File: config.mk
export PLATFORM = sky130hd
export DESIGN_NAME = interleaved_zero_run_decoder
export DESIGN_NICKNAME = d
export VERILOG_FILES = /design/src/src/izrd_pkg.sv /design/src/src/interleaved_zero_run_decoder.sv
export VERILOG_INCLUDE_DIRS = /design/src /design/src/src
export SDC_FILE = /design/constraint.sdc
export NUM_CORES = 1
export LEC_CHECK = 0
export BUFFER_PORTS_ARGS = -buffer_cell sky130_fd_sc_hd__buf_2
export CELL_PAD_IN_SITES_DETAIL_PLACEMENT = 0
export CELL_PAD_IN_SITES_GLOBAL_PLACEMENT = 1
export CORE_MARGIN = 2
export CORE_UTILIZATION = 50
export DETAILED_ROUTE_END_ITERATION = 8
export PLACE_DENSITY_LB_ADDON = 0.1
export SLEW_MARGIN = 20
export SYNTH_ARGS = -nofsm -noshare
export SYNTH_HDL_FRONTEND = slang
export SYNTH_SLANG_ARGS = --single-unit
export TNS_END_PERCENT = 10
File: constraint.sdc
create_clock -name clk -period 9.35 [get_ports clk]
set_input_delay 1.4025 -clock clk [delete_from_list [all_inputs] [get_ports clk]]
set_output_delay 1.4025 -clock clk [all_outputs]
set_load 0.005 [all_outputs]
File: src/src/interleaved_zero_run_decoder_defines.svh
// assertion macros for the interleaved zero-run decoder
// used by src/interleaved_zero_run_decoder.sv, expects clk and rst in scope
`ifndef INTERLEAVED_ZERO_RUN_DECODER_DEFINES_SVH
`define INTERLEAVED_ZERO_RUN_DECODER_DEFINES_SVH

`ifndef NO_ASSERTIONS

// same-cycle implication, checked out of reset
`define IZRD_ASSERT_IMP(lbl, ante, cons) \
  lbl: assert property (@(posedge clk) disable iff (rst) (ante) |-> (cons)) \
    else $error("izrd assertion failed");

// next-cycle implication, checked out of reset
`define IZRD_ASSERT_NXT(lbl, ante, cons) \
  lbl: assert property (@(posedge clk) disable iff (rst) (ante) |=> (cons)) \
    else $error("izrd assertion failed");

`else

`define IZRD_ASSERT_IMP(lbl, ante, cons)
`define IZRD_ASSERT_NXT(lbl, ante, cons)

`endif

`endif

File: src/src/izrd_pkg.sv
// shared types, constants and decode helpers for the interleaved zero-run decoder
// no dependencies
`timescale 1ns / 1ps
`default_nettype none

package izrd_pkg;

  localparam int LOOKAHEAD = 11;
  localparam int MIN_RUN   = 10;
  localparam int FILL_W    = $clog2(LOOKAHEAD + 1);

  typedef logic [LOOKAHEAD-1:0][7:0] win_t;
  typedef logic [FILL_W-1:0]         fill_t;

  typedef struct packed {
    logic yield;
    logic decode;
    logic expect_zero;
  } take_t;

  // front of a full window starts a run: even offsets up to MIN_RUN all zero
  function automatic logic qualifies(input win_t w, input fill_t fill);
    logic ok;
    ok = (32'(fill) > MIN_RUN);
    for (int k = 0; k < LOOKAHEAD; k += 2) begin
      if (k <= MIN_RUN && w[k] != 8'h00) begin
        ok = 1'b0;
      end
    end
    return ok;
  endfunction

  // one step of the decode state on the front byte
  function automatic take_t take_front(input logic [7:0] v, input logic decode,
                                       input logic expect_zero, input logic qual);
    take_t t;
    if (decode && !expect_zero) begin
      t = '{yield: 1'b1, decode: 1'b1, expect_zero: 1'b1};
    end else if (decode && v == 8'h00) begin
      t = '{yield: 1'b0, decode: 1'b1, expect_zero: 1'b0};
    end else if (v == 8'h00 && qual) begin
      t = '{yield: 1'b0, decode: 1'b1, expect_zero: 1'b0};
    end else begin
      t = '{yield: 1'b1, decode: 1'b0, expect_zero: 1'b0};
    end
    return t;
  endfunction

  // drop the front byte, everything moves one place toward the front
  function automatic win_t shift_front(input win_t w);
    win_t s;
    s = w;
    for (int k = 0; k < LOOKAHEAD - 1; k++) begin
      s[k] = w[k+1];
    end
    s[LOOKAHEAD-1] = 8'h00;
    return s;
  endfunction

endpackage

`default_nettype wire

File: src/src/interleaved_zero_run_decoder.sv
// a steady-state item frees the front byte, whose result is registered as the item is accepted
// throughput: one item per cycle while the message streams and the single output register is free
// on a last item the window drains one byte per cycle while the output is not stalled;
// input stalls through the flush, until the window is empty and the held result is loaded
// rst is synchronous, active high; clears fill, decode state, flush state and output valid
// window bytes are payload and hold no reset value
`timescale 1ns / 1ps
`default_nettype none
`include "interleaved_zero_run_decoder_defines.svh"

module interleaved_zero_run_decoder (
  input  wire logic       clk,
  input  wire logic       rst,
  input  wire logic       in_valid,
  output logic            in_stall,
  input  wire logic [7:0] in_byte,
  input  wire logic       in_last,
  output logic            out_valid,
  input  wire logic       out_stall,
  output logic [7:0]      out_byte,
  output logic            out_last
);

  // lookahead window and decode state
  izrd_pkg::win_t  win, win_next;
  izrd_pkg::fill_t fill, fill_next;
  logic            decode_active, decode_next;
  logic            expect_zero_slot, expect_next;

  // flush of the window after the last item; the newest result is held back
  // until we know whether another one follows, so it can carry out_last
  logic            flushing, flushing_next;
  logic            held_valid, held_valid_next;
  logic [7:0]      held_byte, held_byte_next;

  // handshake and step control
  logic            out_free;
  logic            in_acc;
  logic            step_steady;
  logic            flush_step;
  logic            flush_end;
  izrd_pkg::win_t  pushed;
  izrd_pkg::take_t tf;

  // value to load into the output register
  logic            load;
  logic [7:0]      load_byte;
  logic            load_last;

  // output register is free when empty or being taken this cycle
  assign out_free    = !out_valid || !out_stall;
  assign in_stall    = flushing || !out_free;
  assign in_acc      = in_valid && !in_stall;
  assign step_steady = (fill == izrd_pkg::FILL_W'(izrd_pkg::LOOKAHEAD - 1));
  assign flush_step  = flushing && out_free && (fill != '0);
  assign flush_end   = flushing && out_free && (fill == '0);

  // window with the incoming byte written at the fill position
  always_comb begin
    for (int k = 0; k < izrd_pkg::LOOKAHEAD; k++) begin
      pushed[k] = (fill == izrd_pkg::FILL_W'(k)) ? in_byte : win[k];
    end
  end

  // decode step on the front byte: the pushed window while streaming,
  // the stored window while flushing
  always_comb begin
    if (flushing) begin
      tf = izrd_pkg::take_front(win[0], decode_active, expect_zero_slot,
                                izrd_pkg::qualifies(win, fill));
    end else begin
      tf = izrd_pkg::take_front(pushed[0], decode_active, expect_zero_slot,
                                izrd_pkg::qualifies(pushed, fill + izrd_pkg::FILL_W'(1)));
    end
  end

  always_comb begin
    win_next        = win;
    fill_next       = fill;
    decode_next     = decode_active;
    expect_next     = expect_zero_slot;
    flushing_next   = flushing;
    held_valid_next = held_valid;
    held_byte_next  = held_byte;
    load            = 1'b0;
    load_byte       = pushed[0];
    load_last       = 1'b0;
    if (in_acc) begin
      if (in_last) begin
        // store the final byte, then drain the window
        win_next      = pushed;
        fill_next     = fill + izrd_pkg::FILL_W'(1);
        flushing_next = 1'b1;
      end else if (step_steady) begin
        // window full: the front byte leaves
        win_next    = izrd_pkg::shift_front(pushed);
        decode_next = tf.decode;
        expect_next = tf.expect_zero;
        load        = tf.yield;
        load_byte   = pushed[0];
      end else begin
        // still filling
        win_next  = pushed;
        fill_next = fill + izrd_pkg::FILL_W'(1);
      end
    end else if (flush_step) begin
      win_next    = izrd_pkg::shift_front(win);
      fill_next   = fill - izrd_pkg::FILL_W'(1);
      decode_next = tf.decode;
      expect_next = tf.expect_zero;
      if (tf.yield) begin
        held_valid_next = 1'b1;
        held_byte_next  = win[0];
        if (held_valid) begin
          load      = 1'b1;
          load_byte = held_byte;
        end
      end
    end else if (flush_end) begin
      // window empty: the held result is the final one of the message
      flushing_next   = 1'b0;
      decode_next     = 1'b0;
      expect_next     = 1'b0;
      held_valid_next = 1'b0;
      if (held_valid) begin
        load      = 1'b1;
        load_byte = held_byte;
        load_last = 1'b1;
      end
    end
  end

  // control state
  always_ff @(posedge clk) begin
    if (rst) begin
      fill             <= '0;
      decode_active    <= 1'b0;
      expect_zero_slot <= 1'b0;
      flushing         <= 1'b0;
      held_valid       <= 1'b0;
      out_valid        <= 1'b0;
    end else begin
      fill             <= fill_next;
      decode_active    <= decode_next;
      expect_zero_slot <= expect_next;
      flushing         <= flushing_next;
      held_valid       <= held_valid_next;
      if (out_free) begin
        out_valid <= load;
      end
    end
  end

  // payload
  always_ff @(posedge clk) begin
    win       <= win_next;
    held_byte <= held_byte_next;
    if (out_free && load) begin
      out_byte <= load_byte;
      out_last <= load_last;
    end
  end

  // window never overfills while streaming
  `IZRD_ASSERT_IMP(a_fill_bound, !flushing, 32'(fill) < izrd_pkg::LOOKAHEAD)
  // a held result exists only during a flush
  `IZRD_ASSERT_IMP(a_held_in_flush, held_valid, flushing)
  // accepting the last item always starts a flush
  `IZRD_ASSERT_NXT(a_last_flush, in_valid && !in_stall && in_last, flushing)

endmodule

`default_nettype wire
==> reports/metrics.csv <==
stage,metric,value,unit
run_status,outcome,completed,
global_routing,largest net degree at the start of global routing,78,
sta,Setup Viol. Count Final,0,
worst_hold_path,min-delay worst type,register to register,
final_layout,P&R area growth vs syn,12.0,%
die,Die Y,118,µm
final_layout,nets,693,
routing,drt total wl,17.1,mm
die,core footprint,0.0127,mm²
final_layout,share of layout cells above drive strength 1,0.118,
sta,clk_skew,0.0165,ns
logic_synthesis,Yosys cell types,52,
logic_synthesis,Syn Std Cell Area,0.00655,mm²
routing,WL/cell,19.9,µm
die,num rows,41,
routing,1st-iter DRT viols,508,
clock_tree,cts hold-fix bufs,0,
die,io pins,24,
sta,PnR worst setup slack,5.26,ns
routing,highest metal used,met4,
sta,Fmax,245,MHz
final_layout,post-route insts no fill,860,
sta,Setup TNS,0,ns
logic_synthesis,"Seq/Total Area, Yosys",0.509,
clock_tree,Root Buffer Master,clkbuf_16,
sta,unrepaired setup endpoints after global routing,false,
final_layout,Fillers,1168,
pwr,peak supply drop,0.118,mV
logic_synthesis,Syn Nets,697,
placement,Post-Place Worst Slack,5.27,ns
clock_tree,clk slew on worst S/H paths,0.05,ns
global_routing,first-pass GRT wire length,27.1,mm
routing,Vias/cell,6.07,
logic_synthesis,ys flop type,edfxtp_1,
pwr,power per cell area,256,mW/mm²
placement,Placed Cells,828,
clock_tree,setup repair bufs after CTS,0,
routing,WL met1,8.10,mm
logic_synthesis,ys async rst share,0,
final_layout,Diodes inserted,0,
critical_path,"Data required, critical path",9.43,ns
logic_synthesis,Yosys top cell area share,0.481,
routing,DR pass1 iterations,5,
logic_synthesis,"top cells by area, synth","edfxtp_1 48%, mux2i_1 9.5%, nand2_1 6.8%, o21ai_0 5.0%, nor2_1 4.7%",
flow_run,max_cap viols,0,
logic_synthesis,Synth Instances,679,
global_routing,vias in the first global route,4916,
critical_path,CP startpoint kind,register,
clock_tree,clock latency on the worst-skew pair,0.43,ns
critical_path,"Worst Path Class, Setup",register to register,
clock_tree,CTS sink cnt,114,
logic_synthesis,"FF+latch count, synth",114,
sta,Final period util,0.437,
final_layout,most frequent cells in the layout,"117 x nand2_1, 105 x edfxtp_1, 81 x nor2_1",
die,die width,118,µm
pwr,leakage,2.80,nW
sta,Slew @ Worst Pin,1.04,ns
routing,DRC,0,
logic_synthesis,syn_area_per_cell,9.65,µm²
sta,Slew Limit Fails,0,
global_routing,total track usage,0.252,
sta,min Tclk post-route,4.09,ns
clock_tree,CTS Buf Count,17,
die,die footprint,0.0140,mm²
final_layout,multi-input logic area,0.00299,mm²
clock_tree,CTS tree,built,
placement,IO Port Bufs,23,
routing,met2 wire len,7.57,mm
logic_synthesis,"EDFF count, synth",105,
critical_path,crit path capture type,register,
clock_tree,H-tree depth,4,
sta,max_slew headroom,0.303,
critical_path,crit path DAT,4.17,ns
placement,DP HPWL,10.8,mm
global_routing,initial antenna violation count,0,
logic_synthesis,yosys warns,0,
routing,Antenna Nets Post-Route,0,
logic_synthesis,largest area contributor in the netlist,edfxtp_1,
placement,gpl congestion,0.884,
clock_tree,CTS max path bufs,2,
critical_path,worst-path fanout max,11,
sta,Final Hold Viols,0,
global_routing,GR Overflow Total,0,
final_layout,register area,0.00333,mm²
die,Initial Utilization,0.515,
routing,met3 WL,1.09,mm
routing,total number of vias,5221,
clock_tree,PostCTS Resize Cnt,0,
final_layout,"most common cell after layout, fill and taps aside",nand2_1,
==> metal layers <==
metal	GRT usage	vias up
met4	0.0967	0
met3	0.0589	29
met1	0.362	2523
met2	0.369	186
met5	0	-
li1	-	2483
==> Yosys cell counts (2+ instances only) <==
cell and n:
nand2_1 118, edfxtp_1 105, nor2_1 82, o21ai_0 66, mux2i_1 62, a21oi_1 45, clkbuf_1 40, a31oi_1 18
mux2_2 14, nor4_1 12, nand3_1 11, dfxtp_1 9, o221ai_1 7, o22ai_1 7, nand4_1 6, nor3_1 6
buf_2 5, ha_1 5, inv_1 5, and2_1 4, nand3b_1 4, and3b_1 3, buf_1 3, buf_6 3
nand2b_1 3, nor2b_1 3, or4_1 3, a211oi_1 2, nor3b_2 2, o211ai_1 2, xnor2_1 2, xor2_1 2
==> power breakdown <==
| group | switching (mW) | leakage [nW] | internal [mW] |
|---|---|---|---|
| Combinational | 0.259 | 1.40 | 0.154 |
| Clock | 0.226 | 0.305 | 0.466 |
| Sequential | 0.0763 | 1.09 | 0.694 |
| Total | 0.562 | 2.80 | 1.31 |
==> stage by stage <==
stage	utilization	hold WS (ns)	power, mW	area (µm²)
after detailed placement	0.528	0.473	1.19	6710
final	0.577	0.483	1.88	7340
after global routing	0.577	0.514	1.97	7340
after floorplan	-	0.454	1.07	6550
after CTS	0.577	0.481	1.88	7340
after global placement	0.528	0.473	1.18	6710
==> worst paths after layout <==
kind | cells after the start | startpoint | end | slack [ns]
worst min-delay path | 2 | expect_zero_slot | expect_zero_slot | 0.48
worst max-delay path | 8 | fill[0] | held_byte[3] | 5.26
worst max register to register | 8 | fill[0] | held_byte[3] | 5.26
worst min register to register | 2 | expect_zero_slot | expect_zero_slot | 0.48
==> critical path: stages (launching register included) <==
cell      delay (ns)
dfxtp_1         0.37
inv_1           0.16
ha_1            0.28
nor3b_2         0.87
mux2i_1         0.37
nand2b_1        0.10
a2111o_1        0.45
o32ai_2         0.75
nor2_1          0.38
==> flip-flops by register name (all words and copies together) (netlist names) <==
register	flops
out_last	1
flushing	1
expect_zero_slot	1
win	88
held_byte	8
out_valid	1
out_byte	8
fill	4
held_valid	1
decode_active	1
==> cell type report <==
class / instances / area share
timing repair buffer: 29 / 0.0218
sequential: 114 / 0.454
multi-input combinational: 508 / 0.407
clock buffer: 18 / 0.0585
clock inverter: 14 / 0.0263
inverter: 5 / 0.00256
tap: 172 / 0.0293
==> cells by family (layout without fill, tap and decap cells) <==
| logic type | count (synthesis) | after routing | share of synthesized area |
|---|---|---|---|
| simple gates | 263 | 263 | 0.177 |
| compound gates | 159 | 159 | 0.141 |
| flops | 114 | 114 | 0.509 |
| mux | 77 | 77 | 0.121 |
| buf+inv | 57 | 66 | 0.0376 |
| fa+ha+maj | 5 | 5 | 0.00955 |
| xor+xnor | 4 | 4 | 0.00535 |
Note: power is estimated with default switching activity, not from simulation.
